**src/hdl/berd_pkg.sv**
```systemverilog
// ============================================================================
// berd_pkg
// shared constants, types and helpers for the button edge / repeat /
// direction decoder
// ============================================================================
package berd_pkg;

    // button vector
    localparam int NUM_BUTTONS = 30;
    localparam int BTN_W       = 30;
    localparam int KEY_W       = 5;
    localparam int CNT_W       = 5;
    localparam int DIR_W       = 4;

    // stream widths, padded to whole bytes
    localparam int IN_TDATA_W  = 32;
    localparam int OUT_TDATA_W = 80;

    // auto-repeat counter
    localparam logic [CNT_W-1:0] REPEAT_START  = CNT_W'(16);
    localparam logic [CNT_W-1:0] REPEAT_WRAP   = CNT_W'(19);
    localparam logic [CNT_W-1:0] REPEAT_FIRST  = CNT_W'(1);
    localparam int               REPEAT_PERIOD = 4;
    localparam logic [CNT_W-1:0] REPEAT_MOD    = CNT_W'(REPEAT_PERIOD - 1);

    // direction button indexes
    localparam int BTN_DOWN  = 2;
    localparam int BTN_LEFT  = 4;
    localparam int BTN_RIGHT = 6;
    localparam int BTN_UP    = 8;

    // keypad direction codes
    localparam logic [DIR_W-1:0] DIR_NONE       = DIR_W'(0);
    localparam logic [DIR_W-1:0] DIR_DOWN_LEFT  = DIR_W'(1);
    localparam logic [DIR_W-1:0] DIR_DOWN       = DIR_W'(2);
    localparam logic [DIR_W-1:0] DIR_DOWN_RIGHT = DIR_W'(3);
    localparam logic [DIR_W-1:0] DIR_LEFT       = DIR_W'(4);
    localparam logic [DIR_W-1:0] DIR_RIGHT      = DIR_W'(6);
    localparam logic [DIR_W-1:0] DIR_UP_LEFT    = DIR_W'(7);
    localparam logic [DIR_W-1:0] DIR_UP         = DIR_W'(8);
    localparam logic [DIR_W-1:0] DIR_UP_RIGHT   = DIR_W'(9);

    // auto-repeat tracking state
    typedef struct packed {
        logic [KEY_W-1:0] held_key;
        logic [CNT_W-1:0] hold_count;
    } t_rep_state;

    // valid button bits: the low NUM_BUTTONS, bit 0 excluded
    function automatic logic [BTN_W-1:0] f_btn_mask();
        logic [BTN_W-1:0] m;
        for (int i = 0; i < BTN_W; i++) begin
            m[i] = (i < NUM_BUTTONS) && (i != 0);
        end
        return m;
    endfunction

    localparam logic [BTN_W-1:0] BTN_MASK = f_btn_mask();

endpackage

```
**src/hdl/berd_repeat.sv**
```systemverilog
// ============================================================================
// berd_repeat
// edge detect, held key selection and auto-repeat counter update
// ============================================================================
module berd_repeat
    import berd_pkg::*;
(
    input  logic [BTN_W-1:0] i_cur,
    input  logic [BTN_W-1:0] i_prev,
    input  t_rep_state       i_state,
    output logic [BTN_W-1:0] o_trigger,
    output t_rep_state       o_state,
    output logic             o_repeat_valid
);

    logic [BTN_W-1:0] trig;
    logic [KEY_W-1:0] top_idx;
    logic [KEY_W-1:0] key;
    logic [CNT_W-1:0] cnt;
    logic [CNT_W-1:0] cnt_n;

    assign trig      = i_cur & ~i_prev;
    assign o_trigger = trig;

    // highest newly pressed button
    always_comb begin
        top_idx = '0;
        for (int i = 1; i < BTN_W; i++) begin
            if (trig[i]) begin
                top_idx = KEY_W'(i);
            end
        end
    end

    always_comb begin
        key = (trig != '0) ? top_idx : i_state.held_key;
        cnt = (trig != '0) ? '0 : i_state.hold_count;
        if (i_cur[key]) begin
            cnt_n = (cnt >= REPEAT_WRAP) ? REPEAT_START : cnt + CNT_W'(1);
            o_state.held_key = key;
        end else begin
            cnt_n = '0;
            o_state.held_key = '0;
        end
        o_state.hold_count = cnt_n;
    end

    assign o_repeat_valid = (cnt_n == REPEAT_FIRST) ||
                            ((cnt_n >= REPEAT_START) && ((cnt_n & REPEAT_MOD) == '0));

endmodule

```
**src/hdl/berd_dir.sv**
```systemverilog
// ============================================================================
// berd_dir
// 8-way keypad and 4-way direction decode with diagonal axis memory
// ============================================================================
module berd_dir
    import berd_pkg::*;
(
    input  logic [BTN_W-1:0] i_cur,
    input  logic             i_sideways,
    output logic             o_sideways,
    output logic [DIR_W-1:0] o_dir4,
    output logic [DIR_W-1:0] o_dir8
);

    logic left, right, up, down;
    logic horiz, vert;

    // opposite buttons cancel
    assign left  = i_cur[BTN_LEFT]  & ~i_cur[BTN_RIGHT];
    assign right = i_cur[BTN_RIGHT] & ~i_cur[BTN_LEFT];
    assign up    = i_cur[BTN_UP]    & ~i_cur[BTN_DOWN];
    assign down  = i_cur[BTN_DOWN]  & ~i_cur[BTN_UP];
    assign horiz = left | right;
    assign vert  = up | down;

    always_comb begin
        if (left) begin
            o_dir8 = up ? DIR_UP_LEFT : (down ? DIR_DOWN_LEFT : DIR_LEFT);
        end else if (right) begin
            o_dir8 = up ? DIR_UP_RIGHT : (down ? DIR_DOWN_RIGHT : DIR_RIGHT);
        end else begin
            o_dir8 = up ? DIR_UP : (down ? DIR_DOWN : DIR_NONE);
        end
    end

    always_comb begin
        o_sideways = i_sideways;
        o_dir4     = DIR_NONE;
        if (horiz && vert) begin
            // diagonal: keep the axis opposite to the last single axis
            if (!i_sideways) begin
                o_dir4 = left ? DIR_LEFT : DIR_RIGHT;
            end else begin
                o_dir4 = up ? DIR_UP : DIR_DOWN;
            end
        end else if (horiz) begin
            o_sideways = 1'b1;
            o_dir4     = left ? DIR_LEFT : DIR_RIGHT;
        end else if (vert) begin
            o_sideways = 1'b0;
            o_dir4     = up ? DIR_UP : DIR_DOWN;
        end
    end

endmodule

```
**src/hdl/button_edge_repeat_and_direction.sv**
```systemverilog
// ============================================================================
// button_edge_repeat_and_direction
// per-frame button edge detect, auto-repeat tracking and direction decode
// ============================================================================
// pipeline: input register, then result register; the state update happens
//   on the edge that loads the result register
// throughput: one transaction per cycle, sustained while the result stream
//   accepts, set by the single pass of decode logic between the input
//   register and the result register
// reset (synchronous, active low): pipeline empty, previous buttons, held
//   key, hold counter and axis memory all cleared
module button_edge_repeat_and_direction
    import berd_pkg::*;
(
    input  logic                   i_clk,
    input  logic                   i_rst_n,
    // input stream
    input  logic                   i_s_axis_tvalid,
    output logic                   o_s_axis_tready,
    input  logic [IN_TDATA_W-1:0]  i_s_axis_tdata,  // [29:0] buttons, [31:30] zero
    // result stream
    output logic                   o_m_axis_tvalid,
    input  logic                   i_m_axis_tready,
    output logic [OUT_TDATA_W-1:0] o_m_axis_tdata   // [29:0] pressed_mask,
                                                    // [59:30] trigger_mask,
                                                    // [64:60] repeat_key,
                                                    // [65] repeat_valid,
                                                    // [69:66] dir4, [73:70] dir8,
                                                    // [79:74] zero
);

    // input register
    logic             r_in_valid;
    logic [BTN_W-1:0] r_in_buttons;

    // frame state
    logic [BTN_W-1:0] r_prev;
    t_rep_state       r_rep;
    logic             r_sideways;

    // result register
    logic                   r_out_valid;
    logic [OUT_TDATA_W-1:0] r_out_data;

    // decode outputs
    logic [BTN_W-1:0] cur;
    logic [BTN_W-1:0] trigger;
    t_rep_state       n_rep;
    logic             repeat_valid;
    logic             n_sideways;
    logic [DIR_W-1:0] dir4;
    logic [DIR_W-1:0] dir8;
    logic [OUT_TDATA_W-1:0] n_out_data;

    // the input register moves on when the result register is free or drains
    logic advance;
    assign advance         = r_in_valid && (!r_out_valid || i_m_axis_tready);
    assign o_s_axis_tready = !r_in_valid || advance;

    // bit 0 and any bits beyond the button count never take part
    assign cur = r_in_buttons & BTN_MASK;

    berd_repeat u_repeat (
        .i_cur          (cur),
        .i_prev         (r_prev),
        .i_state        (r_rep),
        .o_trigger      (trigger),
        .o_state        (n_rep),
        .o_repeat_valid (repeat_valid)
    );

    berd_dir u_dir (
        .i_cur      (cur),
        .i_sideways (r_sideways),
        .o_sideways (n_sideways),
        .o_dir4     (dir4),
        .o_dir8     (dir8)
    );

    assign n_out_data = {6'd0, dir8, dir4, repeat_valid, n_rep.held_key, trigger, cur};

    // input register
    always_ff @(posedge i_clk) begin
        if (!i_rst_n) begin
            r_in_valid <= 1'b0;
        end else if (o_s_axis_tready) begin
            r_in_valid <= i_s_axis_tvalid;
        end
    end

    always_ff @(posedge i_clk) begin
        if (o_s_axis_tready && i_s_axis_tvalid) begin
            r_in_buttons <= i_s_axis_tdata[BTN_W-1:0];
        end
    end

    // frame state advances once per processed transaction
    always_ff @(posedge i_clk) begin
        if (!i_rst_n) begin
            r_prev     <= '0;
            r_rep      <= '0;
            r_sideways <= 1'b0;
        end else if (advance) begin
            r_prev     <= cur;
            r_rep      <= n_rep;
            r_sideways <= n_sideways;
        end
    end

    // result register
    always_ff @(posedge i_clk) begin
        if (!i_rst_n) begin
            r_out_valid <= 1'b0;
        end else if (advance) begin
            r_out_valid <= 1'b1;
        end else if (i_m_axis_tready) begin
            r_out_valid <= 1'b0;
        end
    end

    always_ff @(posedge i_clk) begin
        if (advance) begin
            r_out_data <= n_out_data;
        end
    end

    assign o_m_axis_tvalid = r_out_valid;
    assign o_m_axis_tdata  = r_out_data;

`ifndef SYNTHESIS
    // hold counter never leaves its 0..19 range
    a_count_range: assert property (@(posedge i_clk) disable iff (!i_rst_n)
        r_rep.hold_count <= REPEAT_WRAP)
        else $error("hold counter out of range");

    // a tracked key has always been counted at least once
    a_held_counted: assert property (@(posedge i_clk) disable iff (!i_rst_n)
        (r_rep.held_key != '0) |-> (r_rep.hold_count != '0))
        else $error("held key with zero count");

    // newly pressed buttons are a subset of pressed buttons
    a_trig_subset: assert property (@(posedge i_clk) disable iff (!i_rst_n)
        r_out_valid |-> ((r_out_data[2*BTN_W-1:BTN_W] & ~r_out_data[BTN_W-1:0]) == '0))
        else $error("trigger outside pressed mask");

    // a repeat always names a key
    a_repeat_key: assert property (@(posedge i_clk) disable iff (!i_rst_n)
        (r_out_valid && r_out_data[2*BTN_W+KEY_W]) |->
        (r_out_data[2*BTN_W+KEY_W-1:2*BTN_W] != '0))
        else $error("repeat without key");

    // 4-way and 8-way agree on whether there is a direction
    a_dir_agree: assert property (@(posedge i_clk) disable iff (!i_rst_n)
        r_out_valid |-> ((r_out_data[2*BTN_W+KEY_W+DIR_W:2*BTN_W+KEY_W+1] == DIR_NONE) ==
                         (r_out_data[2*BTN_W+KEY_W+2*DIR_W:2*BTN_W+KEY_W+DIR_W+1] == DIR_NONE)))
        else $error("direction outputs disagree");
`endif

endmodule

```
**config.mk**
```make
export PLATFORM = sky130hd
export DESIGN_NAME = button_edge_repeat_and_direction
export DESIGN_NICKNAME = d
export VERILOG_FILES = /design/src/hdl/berd_pkg.sv /design/src/hdl/berd_repeat.sv /design/src/hdl/berd_dir.sv /design/src/hdl/button_edge_repeat_and_direction.sv
export SDC_FILE = /design/constraint.sdc
export NUM_CORES = 1
export LEC_CHECK = 0
export BUFFER_PORTS_ARGS = -buffer_cell sky130_fd_sc_hd__buf_2
export CAP_MARGIN = 25
export CORE_MARGIN = 5
export CORE_UTILIZATION = 60
export CTS_BUF_LIST = sky130_fd_sc_hd__clkbuf_16
export CTS_CLUSTER_DIAMETER = 80
export DETAILED_ROUTE_END_ITERATION = 8
export PLACE_DENSITY = 0.85
export SLEW_MARGIN = 25
export SYNTH_ARGS = -nofsm -noshare
export SYNTH_HDL_FRONTEND = slang
export SYNTH_HIERARCHICAL = 1
export SYNTH_SLANG_ARGS = --single-unit
```
**constraint.sdc**
```tcl
create_clock -name i_clk -period 10.6 [get_ports i_clk]
set_input_delay 2.12 -clock i_clk [delete_from_list [all_inputs] [get_ports i_clk]]
set_output_delay 2.12 -clock i_clk [all_outputs]
set_load 0.03 [all_outputs]
```
==> out/results.tsv <==
stage	metric	value	unit
setup_path	CP max stage delay	190	ps
setup_path	crit-path max FO	4	
floorplanning	core area	10200	um2
clocking	# Post-CTS Setup Buffers	0	
floorplanning	die footprint	12500	um2
sta	Max-Slew Margin vs Limit	0.438	
pwr	pwr dens	188	nW/um2
global_route	GR Util All Layers	0.219	
setup_path	Worst Setup SP	i_m_axis_tready	
setup_path	worst flop-to-flop path startpoint	r_in_buttons[4]	
setup_path	Reg2Reg Setup Slack	6420	ps
finish	P&R area growth vs syn	18.6	%
floorplanning	initial core utilization	0.610	
sta	Final Hold Fails	0	
pwr	switching share of power	0.244	
floorplanning	row cnt	37	
worst_hold_path	WHS Path Cells	2	
routing	drt first pass iters	6	
run_status	outcome	finished clean	
sta	WHS	456	ps
clocking	Worst-Skew Late Latency	410	ps
clocking	post-cts resize count	0	
setup_path	CP required	8480	ps
clocking	CTS max path bufs	2	
pwr	combinational share of power	0.111	
finish	n_diodes	0	
sta	Slew @ Worst Pin	842	ps
clocking	TritonCTS Buffers	17	
sta	setup violators final	0	
clocking	clk slew on worst S/H paths	60	ps
yosys	Cell variety after synth	63	
pwr	Int Power	1.05	mW
clocking	# hold bufs at CTS	0	
yosys	number of flops mapped to enable cells by yosys	102	
global_route	largest net degree at the start of global routing	83	
yosys	top post-synthesis cells by area	edfxtp_1 49%, dfxtp_1 13%, mux2i_1 7.7%	
floorplanning	die height	112	um
yosys	top-count cell post-synth	edfxtp_1	
place	Placed Instance Area	6830	um2
sta	Setup TNS	0	ps
yosys	Syn Std Cell Area	6240	um2
yosys	Synth area leader	edfxtp_1	
routing	drt total wl	13600	um
yosys	Yosys top cell area share	0.490	
setup_path	CP Data Arrival Time	2670	ps
finish	nets@finish	655	
sta	final slew viol count	0	
routing	Via-to-Cell Ratio	5.70	
yosys	ys async rst share	0	
global_route	first-pass GRT wire length	21700	um
clocking	H-tree depth	4	
yosys	Yosys warnings	6	
global_route	initial antenna violation count	0	
clocking	clk root buf	clkbuf_16	
clocking	Clock Sink Count	144	
run	maxcap violations	0	
routing	Vias	4336	
routing	Routed Antenna Nets	0	
yosys	ys flop type	edfxtp_1	
setup_path	R2R Path End	r_rep[1]	
yosys	syn avg cell area	12.6	um2
yosys	FF+latch count, synth	144	
floorplanning	# IOs	118	
global_route	grt total ovfl	0	
global_route	vias in the first global route	4337	
yosys	most frequent cells after synthesis	102 x edfxtp_1, 91 x nand2_1, 48 x mux2i_1	
clocking	CTS tree	built	
setup_path	crit path capture type	primary output	
pwr	worst vdd ir	110	uV
sta	RSZ-0062 raised after global routing	no	
sta	clock skew	8.20	ps
sta	fmax	209	MHz
pwr	clock network fraction of total power	0.419	
sta	ratio of final minimum period to clock period	0.452	
place	placer congestion estimate	0.892	
place	Port Buffer Count	107	
pwr	sequential share of power	0.470	
setup_path	worst reg2reg path depth	12	
worst_hold_path	hold endpoint	r_prev[17]	
setup_path	startpoint class of the critical path	primary input	
setup_path	cells along the critical path	buf_2 > nor2b_4 > nand2_1 > buf_2	
routing	residual DRC count	0	
routing	WL/cell	17.9	um
place	post-DP HPWL	8700	um
pwr	NetSw	0.340	mW
setup_path	CP most frequent cell	buf_2	
routing	drt initial violations	468	
finish	share of cells above drive strength 1	0.261	
setup_path	WP buf/inv	2	
setup_path	CP max-delay cell	buf_2	
floorplanning	Die Width	112	um
pwr	Lkg Pwr	2.93	nW
finish	Finished Cell Area	7400	um2
yosys	cells after synthesis	496	
setup_path	critical path type	primary input to primary output	
setup_path	delay-heaviest family, CP	buffers and inverters	
worst_hold_path	Hold Crit Start	r_prev[17]	
yosys	sequential area share after synthesis	0.625	
worst_hold_path	Hold WC Path Type	flip-flop to flip-flop	
sta	post-layout min period	4790	ps
[sequential cells by signal, summed over array words and instances (netlist names)]
name,count
r_in_buttons,29
r_in_valid,1
r_prev,29
o_m_axis_tdata,73
r_rep,10
o_m_axis_tvalid,1
r_sideways,1
[layout by cell type (no fill, tap or decap), types with 3 or more instances in the layout]
cell       count
dfxtp_1       42
mux2i_1       48
o211ai_1       4
nor2b_1       24
nand2b_1      13
clkbuf_16     17
or4_4          3
a211oi_1       4
ha_1           7
a31oi_1        3
buf_2        107
edfxtp_1     102
nor4_1         5
nor2_1        18
nand2_1       91
or4_1          3
nand3_1        4
conb_1        11
bufinv_16      3
o21a_1         3
inv_1         25
clkinv_2       7
o21ai_0        6
mux4_2         4
o2111ai_1      3
nor3_1         5
buf_4          4
a21oi_1       12
[routing by layer]
layer  wire, um  global-route usage  vias to the layer above
li1           -                   -                     2008
met4        398              0.0946                        0
met2       6880               0.378                      235
met3       1100              0.0674                       49
met5          0                   0                        -
met1       5230               0.255                     2044
[worst max-delay path by stage]
stage / endpoint / slack [ps] / cells past startpoint
after floorplan: o_s_axis_tready / 6030 / 2
after global placement: o_s_axis_tready / 5840 / 4
after detailed placement: o_s_axis_tready / 5810 / 4
after CTS: o_s_axis_tready / 5810 / 4
after global routing: o_s_axis_tready / 5760 / 4
final: o_s_axis_tready / 5810 / 4
[tightest hold or removal path, stage by stage (launching register included)]
cell     delay [ps]
dfxtp_1         300
nand2_1          50
mux2i_1          50
[power by group through the flow]
stage	Clock (mW)	Combinational, mW	Sequential (mW)
3_5_place_dp	0	0.150	0.665
6_report	0.583	0.155	0.654
4_1_cts	0.590	0.153	0.654
2_1_floorplan	0	0.0863	0.691
3_3_place_gp	0	0.146	0.664
5_1_grt	0.618	0.165	0.658
[logic make-up (layout without fill, tap and decap cells)]
kind of cell | Yosys count | count (layout) | synth area share
mux | 53 | 53 | 0.0932
simple gates | 184 | 184 | 0.150
compound gates | 58 | 58 | 0.0681
buf+inv | 46 | 166 | 0.0447
fa+ha+maj | 8 | 8 | 0.0158
xor+xnor | 1 | 1 | 0.00140
flops | 144 | 144 | 0.625
other cells | 2 | 11 | 0.00120
[stage by stage]
step | util | setup slack, ps | total power, mW | instances
after CTS | 0.724 | 5810 | 1.40 | 761
after global routing | 0.724 | 5760 | 1.44 | 761
after global placement | 0.667 | 5840 | 0.810 | 729
after floorplan | - | 6030 | 0.777 | 505
final | 0.724 | 5810 | 1.39 | 761
after detailed placement | 0.667 | 5810 | 0.815 | 729
[area by class of cell]
class                           count  area (um2)
Inverter                           23        86.3
Clock buffer                       17         425
Timing Repair Buffer              111         566
Sequential cell                   144        3900
Multi-Input combinational cell    315        2100
Clock inverter                     15         153
Tap cell                          136         170
Fill cell                         673        2830
(Power assumes the default switching activity.)
